## src/sv/ddsl_pkg.sv

```systemverilog
package ddsl_pkg;

  // Default encoder count that corresponds to full wheel speed.
  localparam int unsigned FULL_SCALE_SPEED_DEF = 800;

  // Fixed-point one in Q14.
  localparam int unsigned ONE_Q14 = 16384;

  localparam int unsigned CFG_IDX_W  = 3;
  localparam int unsigned CFG_DATA_W = 16;

  // Configuration register indexes.
  localparam logic [CFG_IDX_W-1:0] CFG_PROPORTIONAL_GAIN  = 3'd0;
  localparam logic [CFG_IDX_W-1:0] CFG_DERIVATIVE_GAIN    = 3'd1;
  localparam logic [CFG_IDX_W-1:0] CFG_FEEDFORWARD_GAIN   = 3'd2;
  localparam logic [CFG_IDX_W-1:0] CFG_RIGHT_RATIO        = 3'd3;
  localparam logic [CFG_IDX_W-1:0] CFG_RIGHT_OFFSET       = 3'd4;
  localparam logic [CFG_IDX_W-1:0] CFG_NORMAL_SPEED_LIMIT = 3'd5;
  localparam logic [CFG_IDX_W-1:0] CFG_SLOW_SPEED_LIMIT   = 3'd6;

  typedef struct packed {
    logic signed [15:0] forward_cmd;
    logic signed [15:0] turn_cmd;
    logic               slow_mode;
    logic signed [15:0] right_speed_raw;
    logic signed [15:0] left_speed_raw;
  } in_item_t;

  typedef struct packed {
    logic signed [15:0] left_drive;
    logic signed [15:0] right_drive;
    logic               stopped;
  } out_item_t;

  typedef struct packed {
    logic signed [15:0] proportional_gain;
    logic signed [15:0] derivative_gain;
    logic signed [15:0] feedforward_gain;
    logic signed [15:0] right_ratio;
    logic signed [15:0] right_offset;
    logic        [14:0] normal_speed_limit;
    logic        [14:0] slow_speed_limit;
  } cfg_t;

  localparam cfg_t CFG_RESET = '{
    proportional_gain:  16'sd0,
    derivative_gain:    16'sd0,
    feedforward_gain:   16'sd16384,
    right_ratio:        16'sd16597,
    right_offset:       -16'sd213,
    normal_speed_limit: 15'd6554,
    slow_speed_limit:   15'd4915
  };

  typedef enum logic [3:0] {
    ST_IDLE,
    ST_DIV,
    ST_FIX,
    ST_TGT,
    ST_ERR,
    ST_PMUL,
    ST_DMUL,
    ST_SUM,
    ST_CORR,
    ST_DONE
  } state_t;

  // Datapath operation for the current cycle.
  typedef enum logic [3:0] {
    STEP_NONE,
    STEP_DIV,
    STEP_FIX,
    STEP_TGT,
    STEP_ERR,
    STEP_PMUL,
    STEP_DMUL,
    STEP_SUM,
    STEP_CORR
  } step_t;

  typedef struct packed {
    logic  load_in;
    logic  load_out;
    step_t step;
  } dp_cmd_t;

  typedef struct packed {
    logic stop;
  } dp_status_t;

endpackage

```

## src/sv/ddsl_cfg.sv

```systemverilog
module ddsl_cfg (
  input  logic                               clk,
  input  logic                               rst_n,
  input  logic                               cfg_we,
  input  logic [ddsl_pkg::CFG_IDX_W-1:0]     cfg_index,
  input  logic [ddsl_pkg::CFG_DATA_W-1:0]    cfg_data,
  output ddsl_pkg::cfg_t                     cfg
);
  import ddsl_pkg::*;

  cfg_t cfg_r;
  cfg_t cfg_nxt;

  // Writes to an index beyond the register list are dropped.
  always_comb begin
    cfg_nxt = cfg_r;
    if (cfg_we) begin
      unique case (cfg_index)
        CFG_PROPORTIONAL_GAIN:  cfg_nxt.proportional_gain  = signed'(cfg_data);
        CFG_DERIVATIVE_GAIN:    cfg_nxt.derivative_gain    = signed'(cfg_data);
        CFG_FEEDFORWARD_GAIN:   cfg_nxt.feedforward_gain   = signed'(cfg_data);
        CFG_RIGHT_RATIO:        cfg_nxt.right_ratio        = signed'(cfg_data);
        CFG_RIGHT_OFFSET:       cfg_nxt.right_offset       = signed'(cfg_data);
        CFG_NORMAL_SPEED_LIMIT: cfg_nxt.normal_speed_limit = cfg_data[14:0];
        CFG_SLOW_SPEED_LIMIT:   cfg_nxt.slow_speed_limit   = cfg_data[14:0];
        default: ;
      endcase
    end
  end

  always_ff @(posedge clk) begin
    if (!rst_n) begin
      cfg_r <= CFG_RESET;
    end else begin
      cfg_r <= cfg_nxt;
    end
  end

  assign cfg = cfg_r;

endmodule

```

## config.mk

```make
export PLATFORM = sky130hd
export DESIGN_NAME = ddsl_cfg
export DESIGN_NICKNAME = d
export VERILOG_FILES = /design/src/sv/ddsl_pkg.sv /design/src/sv/ddsl_cfg.sv
export SDC_FILE = /design/constraint.sdc
export NUM_CORES = 1
export LEC_CHECK = 0
export BUFFER_PORTS_ARGS = -buffer_cell sky130_fd_sc_hd__buf_2
export CORE_MARGIN = 3
export CORE_UTILIZATION = 38
export CTS_BUF_LIST = sky130_fd_sc_hd__clkbuf_8
export DETAILED_ROUTE_END_ITERATION = 6
export SLEW_MARGIN = 20
export SYNTH_ARGS = -nofsm -noshare
export SYNTH_HDL_FRONTEND = slang
export SYNTH_SLANG_ARGS = --single-unit
```

## constraint.sdc

```tcl
create_clock -name clk -period 1.8 [get_ports clk]
set_input_delay 0.09 -clock clk [delete_from_list [all_inputs] [get_ports clk]]
set_output_delay 0.09 -clock clk [all_outputs]
set_load 0.01 [all_outputs]
```

# After elaboration in Yosys (flattened, before gate mapping)
# Cells that the tools add are included.
totals:
  ff_bits: 110
  out_inout_bits: 110
  elab_cells: 21
  input_bits: 22
classes:
  n_reduce_logical: 8
  n_eq_ne: 6
ops:
  columns: ["op", "count"]
  rows:
  - ["AND reduction 2 bit", 7]
  - ["equality test 3 bit (second input constant)", 3]
  - ["equality test 3 x 2 -> 1 bit (second input constant)", 2]
  - ["equality test 3 x 1 -> 1 bit (second input constant)", 1]
  - ["logical NOT 3 bit", 1]

# Depth between registers and ports, before layout
logic_depth:
  word_depth: 2
  depth_mapped: 5
  depth_no_buf: 2

# Worst setup path before layout
# No wires, ideal clock.
synth_path:
  path_type: "input to register"
  start: "input port cfg_we"
  end: "register cfg_r, in the netlist cfg[107]"
  setup_time_ns: 0.123
  t_required_ns: 1.677
  path_stages: 5
  setup_slack_ns: 0.596
  arrival_time_ns: 1.081
  path_buffers: 3
  cell_sequence: "buf_2 -> or4b_1 -> buf_6 -> buf_6 -> mux2i_1"
synth_via:
  elab_chain_cells: 1
synth_lines:
  columns: ["item", "line_no", "source"]
  rows:
  - ["start, declared", "ddsl_cfg.sv:4", "input logic cfg_we,"]
  - ["AND reduction 2 bit (no line)", null, null]
  - ["end signal, assigned", "ddsl_cfg.sv:35", "cfg_r <= cfg_nxt;"]
  - ["end, declared", "ddsl_cfg.sv:11", "cfg_t cfg_r;"]
# Every way passes these cells.
# A chain may end at the register's enable or synchronous reset.

# Worst setup path in the final report
layout_path:
  start: "register cfg_r, in the netlist cfg[102]"
  end: "output port cfg[102] (netlist bit)"
layout_lines:
  columns: ["item", "line_no", "source"]
  rows:
  - ["end, declared", "ddsl_cfg.sv:7", "output ddsl_pkg::cfg_t cfg"]
# No word-level cell between the ends.

==> summary.txt <==
Run status
  – Status: complete, no violations

Synthesis
  – Synth unique cells: 13
  – Fraction of synthesized cell area in xor and xnor cells: 0%
  – Post-Syn Nets: 423
  – Largest family of logic cells by synthesized area: multiplexers
  – Compound-Gate Fraction of Synth Area: 0%
  – Top cells by area, synth: dfxtp_1 (52%), mux2i_1 (26%), nand2_1 (8.3%)
  – Synth Area in Simple Gates: 17.7%
  – Adder-cell area share of the yosys netlist: 0%
  – Register area share after synthesis: 52.5%
  – Mapped Avg Cell Area: 10.5 um^2
  – Leading area contributor after synthesis: dfxtp_1
  – Yosys top cell area share: 52.5%
  – Mapped cell area: 4200 um^2
  – Mapped Cells: 401
  – Total of warnings raised by yosys: 0
  – Mux share of post-synthesis cell area: 26.2%
  – Number of synthesized register bits: 110

Clock network
  – # H-tree levels: 3
  – Root buf cell: clkbuf_8
  – CTS clk-pin slew, worst paths: 0.10 ns
  – Clock tree sinks: 110
  – CTS tree: built
  – CTS max path bufs: 2
  – Clock Latency Late Sink: 0.35 ns
  – Total clock buffers created by CTS: 9

Global routing
  – Met2 Usage GRT: 28.6%
  – Met3 usage in global routing: 4.64%
  – Pin count of the biggest net entering global routing: 49
  – Gr ovfl total: 0
  – GRT Resource Usage Total: 17.0%
  – Most Crowded Layer GR: met2
  – Met1 Use GR: 20.6%
  – First-pass GRT wire length: 16.8 mm
  – Vias in the first global route: 3,211
  – Initial antenna violation count: 1

Critical path
  – Largest delay share family, worst path: flip-flops
  – CP required: 1.71 ns
  – Critical path peak fanout: 2
  – Critical path arrival: 0.87 ns
  – Worst path cell trace: buf_2
  – CP Capture Type: output pin
  – Critical path's largest stage delay: 0.37 ns
  – Worst path buffer plus inverter count: 1
  – Slowest CP cell: dfxtp_1
  – Crit path kind: flop to output pin
  – CP Launch Type: flop

Job
  – Max-cap violations: 0

STA
  – Final setup fails: 0
  – Final Max Tran Viols: 0
  – Post-route setup TNS: 0 ns
  – Rel. slew slack: 68.1%
  – Final min period: 0.961 ns
  – RSZ-0062 raised after global routing: no
  – Final period utilization: 53.4%
  – Final WS setup: 0.839 ns
  – Worst-Margin Slew: 0.476 ns
  – Final Hold Slack: 0.0213 ns
  – Fmax: 1040 MHz
  – Worst Clk Skew: 0 ns
  – Final Hold Violating Endpoints: 0

Floorplanning
  – DIE WIDTH: 111 um
  – Starting Density: 39.8%
  – Die ar.: 12,300 um^2
  – Core footprint: 10,600 um^2
  – Die Y: 111 um
  – Core Rows: 37
  – Count of boundary I/O pins: 132

Routing
  – Final wirelength: 10.5 mm
  – # DRC: 0
  – Vias: 3,140
  – DRT Pass-1 Iters: 4
  – Wire per inst: 15.6 um
  – Iteration-0 DRC count of the detailed router: 117
  – Average vias per placed instance: 4.67
  – Post-DRT Antenna Nets: 0

Pwr
  – Power, Total: 4.51 mW
  – PD cells: 853 nW/um^2
  – Pleak: 2.69 nW
  – Peak VDD IR: 0.340 mV

Layout
  – Fill cells: 1,005
  – Layout cells sized above 1: 29.9%
  – Final layout net count: 552
  – Layout area overhead: 25.9%
  – Most common cell after layout, fill and taps aside: buf_2
  – Commonest cells after routing, fill and taps aside: buf_2 (130), mux2i_1 (110), dfxtp_1 (110), nand2_1 (93), nor2b_1 (49)
  – Largest register FFs: 110
  – Post-route cell area: 5290 um^2

Placed design
  – Placed Area: 5010 um^2
  – Post-DP HPWL: 7.64 mm
  – Pre-CTS WS: 0.504 ns
  – Gp weighted congestion: 0.759
  – IO buf count: 131

Worst hold path
  – Hold WC Path Type: primary input to flop
cells by family after synthesis:
logic type,count (synthesis)
buffers and inverters,30
flip-flops,110
multiplexers,110
AND/OR/NAND/NOR,151
layout make-up:
cell class / instances / area, um^2 / area share (%)
multi-input cells: 261 / 1880 / 35.5
clock buffers: 10 / 138 / 2.60
repair buffers: 148 / 811 / 15.3
flip-flops and latches: 110 / 2200 / 41.7
clock inverters: 6 / 86.3 / 1.63
well taps: 136 / 170 / 3.22
diodes: 1 / 2.50 / 0.0473
cells in the mapped netlist:
master	number
mux2i_1	110
nand4bb_1	2
nor2b_1	49
or4b_1	1
buf_4	1
nand4b_1	3
and4b_1	1
nor4bb_1	2
dfxtp_1	110
buf_6	3
nand2_1	93
buf_2	9
clkbuf_1	17
path summary, 6_finish.rpt:
kind                     start        to  slack, ns  cells after the start
hold / removal    cfg_data[10]   cfg[40]       0.02                      3
setup reg to reg      cfg[100]  cfg[100]       1.16                      2
setup / recovery      cfg[102]  cfg[102]       0.84                      1
hold reg to reg        cfg[83]   cfg[83]       0.46                      2
repair_timing:
action	4_1_cts	5_1_grt
endpoints found under the setup margin	0	0
hold buffers	5	0
endpoints found under the hold margin	5	0
setup buffers	0	0
resized for setup	0	0
tightest hold or removal path, cell delays in order:
cell and delay [ns]:
buf_2 0.09, nor2b_1 0.04, mux2i_1 0.12
layer usage:
| metal | part of all wire (%) | vias to the layer above |
|---|---|---|
| met5 | 0 | - |
| met4 | 1.6 | 0 |
| met3 | 5.9 | 11 |
| met2 | 48 | 83 |
| met1 | 45 | 1468 |
| li1 | - | 1578 |
report_power, final:
part	internal, mW	switching [mW]
Sequential	2.49	0.0289
Clock	0.820	0.805
Combinational	0.157	0.211
Total	3.46	1.05
per-stage QoR:
step / utilization [%] / std cells
final: 50.1 / 672
after global placement: 47.5 / 650
after floorplan: - / 401
after CTS: 50.0 / 671
after global routing: 50.1 / 672
after detailed placement: 47.5 / 650
No activity file was read; power rests on OpenSTA's default activity.
