## src/sv/ddsl_pkg.sv

```systemverilog
package ddsl_pkg;

  // Default encoder count that corresponds to full wheel speed.
  localparam int unsigned FULL_SCALE_SPEED_DEF = 800;

  // Fixed-point one in Q14.
  localparam int unsigned ONE_Q14 = 16384;

  localparam int unsigned CFG_IDX_W  = 3;
  localparam int unsigned CFG_DATA_W = 16;

  // Configuration register indexes.
  localparam logic [CFG_IDX_W-1:0] CFG_PROPORTIONAL_GAIN  = 3'd0;
  localparam logic [CFG_IDX_W-1:0] CFG_DERIVATIVE_GAIN    = 3'd1;
  localparam logic [CFG_IDX_W-1:0] CFG_FEEDFORWARD_GAIN   = 3'd2;
  localparam logic [CFG_IDX_W-1:0] CFG_RIGHT_RATIO        = 3'd3;
  localparam logic [CFG_IDX_W-1:0] CFG_RIGHT_OFFSET       = 3'd4;
  localparam logic [CFG_IDX_W-1:0] CFG_NORMAL_SPEED_LIMIT = 3'd5;
  localparam logic [CFG_IDX_W-1:0] CFG_SLOW_SPEED_LIMIT   = 3'd6;

  typedef struct packed {
    logic signed [15:0] forward_cmd;
    logic signed [15:0] turn_cmd;
    logic               slow_mode;
    logic signed [15:0] right_speed_raw;
    logic signed [15:0] left_speed_raw;
  } in_item_t;

  typedef struct packed {
    logic signed [15:0] left_drive;
    logic signed [15:0] right_drive;
    logic               stopped;
  } out_item_t;

  typedef struct packed {
    logic signed [15:0] proportional_gain;
    logic signed [15:0] derivative_gain;
    logic signed [15:0] feedforward_gain;
    logic signed [15:0] right_ratio;
    logic signed [15:0] right_offset;
    logic        [14:0] normal_speed_limit;
    logic        [14:0] slow_speed_limit;
  } cfg_t;

  localparam cfg_t CFG_RESET = '{
    proportional_gain:  16'sd0,
    derivative_gain:    16'sd0,
    feedforward_gain:   16'sd16384,
    right_ratio:        16'sd16597,
    right_offset:       -16'sd213,
    normal_speed_limit: 15'd6554,
    slow_speed_limit:   15'd4915
  };

  typedef enum logic [3:0] {
    ST_IDLE,
    ST_DIV,
    ST_FIX,
    ST_TGT,
    ST_ERR,
    ST_PMUL,
    ST_DMUL,
    ST_SUM,
    ST_CORR,
    ST_DONE
  } state_t;

  // Datapath operation for the current cycle.
  typedef enum logic [3:0] {
    STEP_NONE,
    STEP_DIV,
    STEP_FIX,
    STEP_TGT,
    STEP_ERR,
    STEP_PMUL,
    STEP_DMUL,
    STEP_SUM,
    STEP_CORR
  } step_t;

  typedef struct packed {
    logic  load_in;
    logic  load_out;
    step_t step;
  } dp_cmd_t;

  typedef struct packed {
    logic stop;
  } dp_status_t;

endpackage

```

## src/sv/ddsl_datapath.sv

```systemverilog
module ddsl_datapath #(
  parameter int unsigned FULL_SCALE_SPEED = ddsl_pkg::FULL_SCALE_SPEED_DEF
) (
  input  logic                 clk,
  input  logic                 rst_n,
  input  ddsl_pkg::dp_cmd_t    cmd,
  output ddsl_pkg::dp_status_t status,
  input  ddsl_pkg::cfg_t       cfg,
  input  ddsl_pkg::in_item_t   in_data,
  output ddsl_pkg::out_item_t  out_data
);
  import ddsl_pkg::*;

  // Speed scaling is raw * 2^14 / FULL_SCALE_SPEED. The quotient estimate
  // uses floor(2^30 / FULL_SCALE_SPEED) and is low by at most one, which a
  // remainder check fixes.
  localparam logic [30:0] RECIP = 31'((64'd1 << 30) / FULL_SCALE_SPEED);
  localparam logic [14:0] FS    = 15'(FULL_SCALE_SPEED);
  localparam logic [14:0] LIM_MAX = 15'(ONE_Q14);

  function automatic logic signed [17:0] sat_err(input logic signed [31:0] v);
    if (v > 32'sd131071) begin
      return 18'sd131071;
    end else if (v < -32'sd131072) begin
      return -18'sd131072;
    end
    return v[17:0];
  endfunction

  function automatic logic signed [15:0] sat_drive(input logic signed [24:0] v);
    if (v > 25'sd16384) begin
      return 16'sd16384;
    end else if (v < -25'sd16384) begin
      return -16'sd16384;
    end
    return v[15:0];
  endfunction

  in_item_t item_r;

  // Shared multiplier lanes, one per wheel.
  logic signed [31:0] ra, la;
  logic signed [19:0] rb, lb;
  logic signed [51:0] rprod, lprod;
  logic signed [51:0] pr_r, pl_r;

  logic [29:0]        q0r_r, q0l_r;
  logic signed [31:0] measr_r, measl_r;
  logic signed [17:0] tgtr_r, tgtl_r;
  logic signed [17:0] errr_r, errl_r;
  logic signed [18:0] dr_r, dl_r;
  logic signed [34:0] paccr_r, paccl_r;
  logic signed [35:0] sumr_r, suml_r;

  // Loop state.
  logic signed [17:0] corr_r_r, corr_l_r;
  logic signed [17:0] prev_r_r, prev_l_r;

  out_item_t out_r;

  // Input-derived values.
  logic [14:0]        sel_lim, lim;
  logic [13:0]        half;
  logic signed [16:0] cmd_r, cmd_l;
  logic signed [16:0] rraw_x, lraw_x;
  logic [16:0]        r_mag, l_mag;
  logic signed [18:0] rt_off;

  // Measurement correction.
  logic [30:0]        r_num, l_num, r_rem, l_rem;
  logic [30:0]        r_q, l_q;
  logic signed [31:0] r_qs, l_qs, r_meas, l_meas;

  // Target and error.
  logic signed [31:0] r_tsum, l_tsum;
  logic signed [17:0] r_tgt, l_tgt;
  logic signed [31:0] r_diff, l_diff;

  // Correction update.
  logic signed [35:0] r_rs, l_rs;
  logic signed [23:0] r_cs, l_cs;
  logic signed [23:0] half_s;
  logic signed [17:0] r_corr_new, l_corr_new;

  // Drive outputs.
  logic signed [34:0] l_fs;
  logic signed [23:0] l_sum;
  logic signed [51:0] r_fs;
  logic signed [24:0] r_sum, l_neg;
  out_item_t          out_nxt;

  assign status.stop = (item_r.forward_cmd == 16'sd0) && (item_r.turn_cmd == 16'sd0);

  assign sel_lim = item_r.slow_mode ? cfg.slow_speed_limit : cfg.normal_speed_limit;
  assign lim     = (sel_lim > LIM_MAX) ? LIM_MAX : sel_lim;
  assign half    = lim[14:1];

  // The turn command is negated, so the right wheel sees forward + turn.
  assign cmd_r = {item_r.forward_cmd[15], item_r.forward_cmd}
               + {item_r.turn_cmd[15], item_r.turn_cmd};
  assign cmd_l = {item_r.forward_cmd[15], item_r.forward_cmd}
               - {item_r.turn_cmd[15], item_r.turn_cmd};

  assign rraw_x = {item_r.right_speed_raw[15], item_r.right_speed_raw};
  assign lraw_x = {item_r.left_speed_raw[15], item_r.left_speed_raw};
  assign r_mag  = item_r.right_speed_raw[15] ? 17'(-rraw_x) : 17'(rraw_x);
  assign l_mag  = item_r.left_speed_raw[15] ? 17'(-lraw_x) : 17'(lraw_x);

  assign rt_off = {tgtr_r[17], tgtr_r} + {{3{cfg.right_offset[15]}}, cfg.right_offset};

  always_comb begin
    ra = '0;
    rb = '0;
    la = '0;
    lb = '0;
    unique case (cmd.step)
      STEP_DIV: begin
        ra = {1'b0, RECIP};
        rb = {3'b0, r_mag};
        la = {1'b0, RECIP};
        lb = {3'b0, l_mag};
      end
      STEP_FIX: begin
        ra = {2'b0, pr_r[45:16]};
        rb = {5'b0, FS};
        la = {2'b0, pl_r[45:16]};
        lb = {5'b0, FS};
      end
      STEP_TGT: begin
        ra = {{15{cmd_r[16]}}, cmd_r};
        rb = {5'b0, lim};
        la = {{15{cmd_l[16]}}, cmd_l};
        lb = {5'b0, lim};
      end
      STEP_PMUL: begin
        ra = {{14{errr_r[17]}}, errr_r};
        rb = {{4{cfg.proportional_gain[15]}}, cfg.proportional_gain};
        la = {{14{errl_r[17]}}, errl_r};
        lb = {{4{cfg.proportional_gain[15]}}, cfg.proportional_gain};
      end
      STEP_DMUL: begin
        ra = {{13{dr_r[18]}}, dr_r};
        rb = {{4{cfg.derivative_gain[15]}}, cfg.derivative_gain};
        la = {{13{dl_r[18]}}, dl_r};
        lb = {{4{cfg.derivative_gain[15]}}, cfg.derivative_gain};
      end
      STEP_SUM: begin
        ra = {{16{cfg.feedforward_gain[15]}}, cfg.feedforward_gain};
        rb = {{4{cfg.right_ratio[15]}}, cfg.right_ratio};
        la = {{14{tgtl_r[17]}}, tgtl_r};
        lb = {{4{cfg.feedforward_gain[15]}}, cfg.feedforward_gain};
      end
      STEP_CORR: begin
        ra = pr_r[31:0];
        rb = {rt_off[18], rt_off};
      end
      default: ;
    endcase
  end

  assign rprod = ra * rb;
  assign lprod = la * lb;

  // Truncated quotient: bump the estimate when the remainder reaches the divisor.
  assign r_num  = {r_mag, 14'b0};
  assign l_num  = {l_mag, 14'b0};
  assign r_rem  = r_num - pr_r[30:0];
  assign l_rem  = l_num - pl_r[30:0];
  assign r_q    = {1'b0, q0r_r} + ((r_rem >= {16'b0, FS}) ? 31'd1 : 31'd0);
  assign l_q    = {1'b0, q0l_r} + ((l_rem >= {16'b0, FS}) ? 31'd1 : 31'd0);
  assign r_qs   = {1'b0, r_q};
  assign l_qs   = {1'b0, l_q};
  assign r_meas = item_r.right_speed_raw[15] ? -r_qs : r_qs;
  // The left encoder counts backward.
  assign l_meas = item_r.left_speed_raw[15] ? l_qs : -l_qs;

  assign r_tsum = pr_r[31:0] + 32'sd8192;
  assign l_tsum = pl_r[31:0] + 32'sd8192;
  assign r_tgt  = r_tsum[31:14];
  assign l_tgt  = l_tsum[31:14];
  assign r_diff = {{14{r_tgt[17]}}, r_tgt} - measr_r;
  assign l_diff = {{14{l_tgt[17]}}, l_tgt} - measl_r;

  assign r_rs   = sumr_r + 36'sd8192;
  assign l_rs   = suml_r + 36'sd8192;
  assign r_cs   = {{6{corr_r_r[17]}}, corr_r_r} + {{2{r_rs[35]}}, r_rs[35:14]};
  assign l_cs   = {{6{corr_l_r[17]}}, corr_l_r} + {{2{l_rs[35]}}, l_rs[35:14]};
  assign half_s = {10'b0, half};

  always_comb begin
    if (r_cs > half_s) begin
      r_corr_new = half_s[17:0];
    end else if (r_cs < -half_s) begin
      r_corr_new = 18'(-half_s);
    end else begin
      r_corr_new = r_cs[17:0];
    end
    if (l_cs > half_s) begin
      l_corr_new = half_s[17:0];
    end else if (l_cs < -half_s) begin
      l_corr_new = 18'(-half_s);
    end else begin
      l_corr_new = l_cs[17:0];
    end
  end

  assign l_fs  = pl_r[34:0] + 35'sd8192;
  assign l_sum = {{6{corr_l_r[17]}}, corr_l_r} + {{3{l_fs[34]}}, l_fs[34:14]};
  assign l_neg = -{l_sum[23], l_sum};
  assign r_fs  = pr_r + 52'sd134217728;
  assign r_sum = {{7{corr_r_r[17]}}, corr_r_r} + {r_fs[51], r_fs[51:28]};

  always_comb begin
    if (status.stop) begin
      out_nxt.left_drive  = 16'sd0;
      out_nxt.right_drive = 16'sd0;
      out_nxt.stopped     = 1'b1;
    end else begin
      out_nxt.left_drive  = sat_drive(l_neg);
      out_nxt.right_drive = sat_drive(r_sum);
      out_nxt.stopped     = 1'b0;
    end
  end

  // Working registers.
  always_ff @(posedge clk) begin
    if (cmd.load_in) begin
      item_r <= in_data;
    end
    if (cmd.load_out) begin
      out_r <= out_nxt;
    end
    unique case (cmd.step)
      STEP_DIV: begin
        pr_r <= rprod;
        pl_r <= lprod;
      end
      STEP_FIX: begin
        q0r_r <= pr_r[45:16];
        q0l_r <= pl_r[45:16];
        pr_r  <= rprod;
        pl_r  <= lprod;
      end
      STEP_TGT: begin
        measr_r <= r_meas;
        measl_r <= l_meas;
        pr_r    <= rprod;
        pl_r    <= lprod;
      end
      STEP_ERR: begin
        tgtr_r <= r_tgt;
        tgtl_r <= l_tgt;
        errr_r <= sat_err(r_diff);
        errl_r <= sat_err(l_diff);
      end
      STEP_PMUL: begin
        dr_r <= {errr_r[17], errr_r} - {prev_r_r[17], prev_r_r};
        dl_r <= {errl_r[17], errl_r} - {prev_l_r[17], prev_l_r};
        pr_r <= rprod;
        pl_r <= lprod;
      end
      STEP_DMUL: begin
        paccr_r <= pr_r[34:0];
        paccl_r <= pl_r[34:0];
        pr_r    <= rprod;
        pl_r    <= lprod;
      end
      STEP_SUM: begin
        sumr_r <= {paccr_r[34], paccr_r} + {pr_r[34], pr_r[34:0]};
        suml_r <= {paccl_r[34], paccl_r} + {pl_r[34], pl_r[34:0]};
        pr_r   <= rprod;
        pl_r   <= lprod;
      end
      STEP_CORR: begin
        pr_r <= rprod;
      end
      default: ;
    endcase
  end

  // Loop state: errors and corrections carried from tick to tick.
  always_ff @(posedge clk) begin
    if (!rst_n) begin
      corr_r_r <= '0;
      corr_l_r <= '0;
      prev_r_r <= '0;
      prev_l_r <= '0;
    end else if (cmd.load_out && status.stop) begin
      corr_r_r <= '0;
      corr_l_r <= '0;
      prev_r_r <= '0;
      prev_l_r <= '0;
    end else if (cmd.step == STEP_PMUL) begin
      prev_r_r <= errr_r;
      prev_l_r <= errl_r;
    end else if (cmd.step == STEP_CORR) begin
      corr_r_r <= r_corr_new;
      corr_l_r <= l_corr_new;
    end
  end

  assign out_data = out_r;

endmodule

```

## config.mk

```make
export PLATFORM = sky130hd
export DESIGN_NAME = ddsl_datapath
export DESIGN_NICKNAME = d
export VERILOG_FILES = /design/src/sv/ddsl_pkg.sv /design/src/sv/ddsl_datapath.sv
export SDC_FILE = /design/constraint.sdc
export NUM_CORES = 2
export LEC_CHECK = 0
export BUFFER_PORTS_ARGS = -buffer_cell sky130_fd_sc_hd__buf_2
export CAP_MARGIN = 20
export CORE_ASPECT_RATIO = 1.5
export CORE_MARGIN = 2
export CORE_UTILIZATION = 50
export CTS_CLUSTER_SIZE = 20
export DETAILED_ROUTE_END_ITERATION = 16
export PLACE_DENSITY = 0.66
export SLEW_MARGIN = 20
export SYNTH_ARGS = -nofsm -noshare
export SYNTH_HDL_FRONTEND = slang
export SYNTH_SLANG_ARGS = --single-unit
```

## constraint.sdc

```tcl
create_clock -name clk -period 14.67 [get_ports clk]
set_input_delay 2.934 -clock clk [delete_from_list [all_inputs] [get_ports clk]]
set_output_delay 2.934 -clock clk [all_outputs]
set_load 0.1 [all_outputs]
```

; ---- Word level (Yosys, flattened, before mapping)
; Cells that the tools add are included.
[word_totals]
ff_bits = 644
inputBits = 183
out_inout_bits = 34
[classes]
add_sub_neg = 29
multipliers = 2
magnitude_cmp = 15
eq_ne = 8
n_mux = 41
bitwise = 2
reduce_logical = 8
[ops]
columns = op, count
row1 = $pmux W32 S7, 1
row2 = $pmux W32 S6, 1
row3 = $mux W18, 10
row4 = $pmux W20 S7, 1
row5 = $pmux W20 S6, 1
row6 = $mux W16, 6
row7 = $add A35 B35 Y36, 2
row8 = $add A36 B15 Y36 const B, 2
row9 = $add A32 B14 Y32 const B, 2
row10 = $gt A32 B18 Y1 const B, 2
row11 = $lt A32 B18 Y1 const B, 2
row12 = $neg A31 Y32, 2
row13 = $sub A32 B32 Y32, 2
row14 = $add A30 B1 Y31, 2
row15 = $ge A31 B10 Y1 const B, 2
row16 = $mux W31, 2
row17 = $sub A31 B31 Y31, 2
row18 = $add A52 B29 Y52 const B, 1
row19 = $mul A32 B20 Y52, 1
row20 = $gt A25 B16 Y1 const B, 2
row21 = $lt A25 B15 Y1 const B, 2
row22 = $lt A23 B24 Y1, 2
row23 = $add A18 B22 Y23, 2
row24 = $gt A23 B15 Y1, 2
row25 = other kinds (26), 51

; ---- Depth between registers and ports, before layout
[logic_depth]
word_depth = 8
depth_mapped = 41

; ---- Worst setup path before layout
; OpenSTA, ideal clock, no wires.
[synth_timing]
path_type = input to register
start = in cmd[1] (netlist name)
end = reg pr_r[41], data pin
t_arrival_ns = 13.446
t_required_ns = 14.410
setup_slack_ns = 0.964
stages = 32
n_path_buf = 5
path_cell_list = clkbuf_1 nand2b_1 nor2_1 clkbuf_1 clkbuf_1 clkbuf_1 a21oi_1 o2111ai_1 clkbuf_1 nand2_1 fa_1 inv_1 fa_1 fa_1 fa_1 inv_1 fa_1 fa_1 inv_1 fa_1 ha_1 a21o_1 a2111oi_0 o21ai_0 a31oi_1 o32ai_1 a2111oi_0 nor3_1 a21boi_0 o211ai_1 a21oi_1 xnor2_1
[synth_via]
elab_chain_cells = 3
word_cells_on_any_way = 10
[synth_rtl]
columns = item, line
row1 = from (decl), ddsl_datapath.sv:6  ; input ddsl_pkg::dp_cmd_t cmd,
row2 = $eq A4 B4 Y1 (tied with other cells), ddsl_datapath.sv:116  ; unique case (cmd.step)
row3 = $pmux W32 S7 / $pmux W20 S7 (equally long branches), ddsl_datapath.sv:116
row4 = $mul A32 B20 Y52 *, ddsl_datapath.sv:161  ; assign rprod = ra * rb;
row5 = net rprod[41], ddsl_datapath.sv:44  ; logic signed [51:0] rprod, lprod;
row6 = to (signal assigned), ddsl_datapath.sv:235  ; pr_r <= rprod;
row7 = to (signal assigned), ddsl_datapath.sv:241  ; pr_r <= rprod;
row8 = to (signal assigned), ddsl_datapath.sv:247  ; pr_r <= rprod;
row9 = to (decl), ddsl_datapath.sv:45  ; logic signed [51:0] pr_r, pl_r;
; The timed path passes the listed nets; every way through them passes the cells marked *.
; A chain may end at the register's enable or synchronous reset.

; ---- Worst setup path after layout
[layout_timing]
start = in cfg[13] (netlist name)
end = reg pl_r[45], data pin
[layout_via]
elab_chain_cells = 5
[layout_rtl]
columns = item, line
row1 = from (decl), ddsl_datapath.sv:8  ; input ddsl_pkg::cfg_t cfg,
row2 = $mux W15 *, ddsl_datapath.sv:94  ; assign sel_lim = item_r.slow_mode ? cfg.slow_speed_limit : cfg.normal_speed_limit;
row3 = $gt A15 B15 Y1, ddsl_datapath.sv:95  ; assign lim = (sel_lim > LIM_MAX) ? LIM_MAX : sel_lim;
row4 = $mux W15 *, ddsl_datapath.sv:95
row5 = $pmux W20 S6 *, ddsl_datapath.sv:116
row6 = $mul A32 B20 Y46 *, ddsl_datapath.sv:162  ; assign lprod = la * lb;
row7 = net lprod[45], ddsl_datapath.sv:44
row8 = to (signal assigned), ddsl_datapath.sv:236  ; pl_r <= lprod;
row9 = to (signal assigned), ddsl_datapath.sv:242  ; pl_r <= lprod;
row10 = to (signal assigned), ddsl_datapath.sv:248  ; pl_r <= lprod;
row11 = to (decl), ddsl_datapath.sv:45
; Marked as above.

==> flow_summary.json <==
{
  "status": "finished, final reports clean",
  "synth.avg_cell_area_um2": 9.096,
  "io_pins": 217,
  "utilization_pct": 54.12,
  "route.vias.total": 72340,
  "synth-edff-count": 546,
  "grt_busiest_layer": "met2",
  "drc": 0,
  "cts_resized": 0,
  "switching_power_mw": 5.149,
  "track_usage_pct": 32.74,
  "worst_path_most_repeated_cell": "fa_1",
  "drt_wl_total_mm": 295.5,
  "min_from": "prev_l_r[16]",
  "cts_buffers": 70,
  "switching_share_pct": 47.77,
  "cts_sinks": 618,
  "ys_types": 90,
  "io_buffers": 216,
  "powerDensity_nw_per_um2": 114.0,
  "peakVddDrop_uv": 103.9,
  "grt_pass1_wl_mm": 441.9,
  "dp.final_hpwl_mm": 239.7,
  "cts-root-buf": "clkbuf_16",
  "synthArstFlopShare_pct": 0,
  "wl_per_cell_um": 24.36,
  "clk_latency_ps": 710,
  "max_stage_delay_ps": 950,
  "rows": 188,
  "clk_path_buf_depth": 3,
  "ys_warn_count": 0,
  "grtUsageMet3_pct": 7.074,
  "tightest_slew_ps": 1238,
  "slew_violations": 0,
  "seqPwrFrac_pct": 25.1,
  "syn-instance-count": 9667,
  "hold_buffers": 0,
  "syn_area_um2": 87930,
  "grtUsageMet2_pct": 54.27,
  "die_w_um": 346.4,
  "fp.coreArea_um2": 174800,
  "arrival_ps": 14180,
  "fin_cells": 12130,
  "fin_skew_ps": 57.28,
  "timing.rr.end": "pl_r[45]",
  "p_int_mw": 5.630,
  "gr-total-overflow": 0,
  "tritoncts": "yes",
  "cp-startpoint": "cfg[13]",
  "hold_class": "flip-flop to flip-flop",
  "ys_seq_area_share_pct": 20.28,
  "rsz0062_at_grt": "no",
  "syn-num-nets": 11750,
  "reg2reg_from": "item_r[32]",
  "r2r_slack_ps": 2090,
  "fill_cells": 15910,
  "synth_flop_cell": "edfxtp_1",
  "htreeDepth": 3,
  "grt.met1_usage_pct": 38.80,
  "initialDrtViolationCount": 6235,
  "power.share.clock_pct": 16.7,
  "dp.cells": 12000,
  "crit_family": "adder cells",
  "setup_viol": 0,
  "leakagePower_nw": 43.70,
  "grt_start_max_net_pins": 66,
  "path_clk_slew_ps": 80,
  "place.gp.congestion": 1.002,
  "finalCritPeriodShare_pct": 93.91,
  "finalHoldViolCount": 0,
  "reg2reg_depth": 30,
  "area.growth.synth_to_final_pct": 7.576,
  "start_util_pct": 50.31,
  "ant_nets": 0,
  "max_freq_mhz": 72.59,
  "post_cts_buffers": 0,
  "dieArea_um2": 179300,
  "die_h_um": 517.6,
  "final.setup.tns_ps": 0,
  "antenna_found_initial": 24,
  "fin_nets": 11870,
  "fin_crit_ps": 13780,
  "maxSlewHeadroom_pct": 16.90,
  "grt_pass1_vias": 74500,
  "critPathBufInv": 7,
  "whs_ps": 454.2,
  "cpMaxStageDelayCell": "a221o_1",
  "worstPathRequired_ps": 15080,
  "dr.pass1.iters": 7,
  "start_kind": "input port",
  "path_class": "input port to flip-flop",
  "final_layout_size_suffix_gt1_share_pct": 6.602,
  "combPwrFrac_pct": 58.2,
  "end_kind": "flip-flop",
  "drv_cap": 0,
  "crit_end": "pl_r[45]",
  "ys_seq_elements": 618,
  "viasPerCell": 5.964,
  "crit_fanout": 17,
  "cp.depth": 31
}
## Yosys cell counts (all sizes together), types with 111 or more instances
cell,count,area [um2]
and2,111,694.4
a21o,135,1013
inv,1723,6467
edfxtp,546,16400
fa,1217,24360
ha,680,8508
xnor2,415,3635
o21ai,330,1655
nand2,1075,4035
xor2,158,1384
nor2,742,2785
nor3,129,645.6
a21oi,423,2117
nand3,182,910.9
clkbuf,326,1225
## power groups by stage
stage	combinational (mW)	clock [mW]	sequential, mW
6_report	6.28	1.80	2.70
5_1_grt	6.91	1.88	2.70
3_5_place_dp	6.16	0	2.72
4_1_cts	6.21	1.83	2.68
3_3_place_gp	6.05	0	2.71
2_1_floorplan	4.32	0	2.54
## cells in the final DEF (no fill, tap or decap), types with 78 or more instances in the layout
cell type  instances
o21ai_0          315
buf_2            215
ha_1             680
a21o_1           135
xnor2_1          414
fa_1            1217
buf_4            191
xor2_1           158
nand2_1         1074
inv_1           1721
and3_1            78
a21oi_1          417
and2_1           110
nor2_1           738
nand2b_1          90
nor2b_1          101
nor3_1           127
nand3_1          181
edfxtp_1         546
## per-layer routing
layer  vias to the layer above  share of wire [%]
met2                      3213                 47
li1                      32080                  -
met3                       942                9.0
met4                        26                7.3
met1                     36080                 37
met5                         -              0.054
## sequential cells by signal, summed over array words and instances (netlist names)
register and flops:
prev_r_r 18, tgtl_r 18, corr_l_r 18, paccr_r 35, pl_r 46, suml_r 23, errl_r 18, sumr_r 23
dl_r 19, item_r 65, measl_r 32, corr_r_r 18, paccl_r 35, measr_r 32, tgtr_r 18, q0l_r 30
errr_r 18, out_data 33, prev_l_r 18, pr_r 52, dr_r 19, q0r_r 30
## kinds of logic after synthesis
| kind of cell | Yosys count | share of synthesized area (%) |
|---|---|---|
| adder cells (fa/ha/maj) | 1897 | 37.38 |
| AO/OA/AOI/OAI | 1636 | 12.49 |
| flip-flops | 618 | 20.28 |
| multiplexers | 50 | 0.5834 |
| AND/OR/NAND/NOR | 2813 | 14.65 |
| XOR/XNOR | 573 | 5.707 |
| buffers and inverters | 2080 | 8.897 |
## cell type report
cell class	instances	area [um2]	area share, %
Inverter	1725	6480	6.850
Clock buffer	84	1834	1.939
Tap cell	2280	2853	3.016
Antenna cell	5	12.51	0.01323
Sequential cell	618	17840	18.86
Multi-Input combinational cell	6969	62650	66.23
Clock inverter	44	420.4	0.4444
Timing Repair Buffer	406	2510	2.653
## how the worst min path moves through the flow
stage / endpoint / slack (ps) / cells past startpoint
finish: prev_l_r[16] / 450 / 2
global route: prev_r_r[5] / 470 / 2
global placement: prev_r_r[3] / 440 / 2
detailed placement: prev_r_r[8] / 450 / 2
CTS: prev_r_r[8] / 450 / 2
floorplan: q0r_r[21] / 420 / 0
## worst min-delay path, delay by kind of cell, from the launching register on
family	cells	cell delay, ps
flops	1	310
simple gates	1	50
compound gates	1	50
## per-stage QoR
| stage | total power, mW | setup slack [ps] | area, um2 |
|---|---|---|---|
| 2_1_floorplan | 6.860 | 964.0 | 87930 |
| 3_3_place_gp | 8.761 | 374.4 | 92310 |
| 3_5_place_dp | 8.875 | 497.6 | 92320 |
| 4_1_cts | 10.72 | 1188 | 94570 |
| 5_1_grt | 11.49 | 596.5 | 94580 |
| 6_report | 10.78 | 893.9 | 94590 |
(Power assumes the default switching activity.)
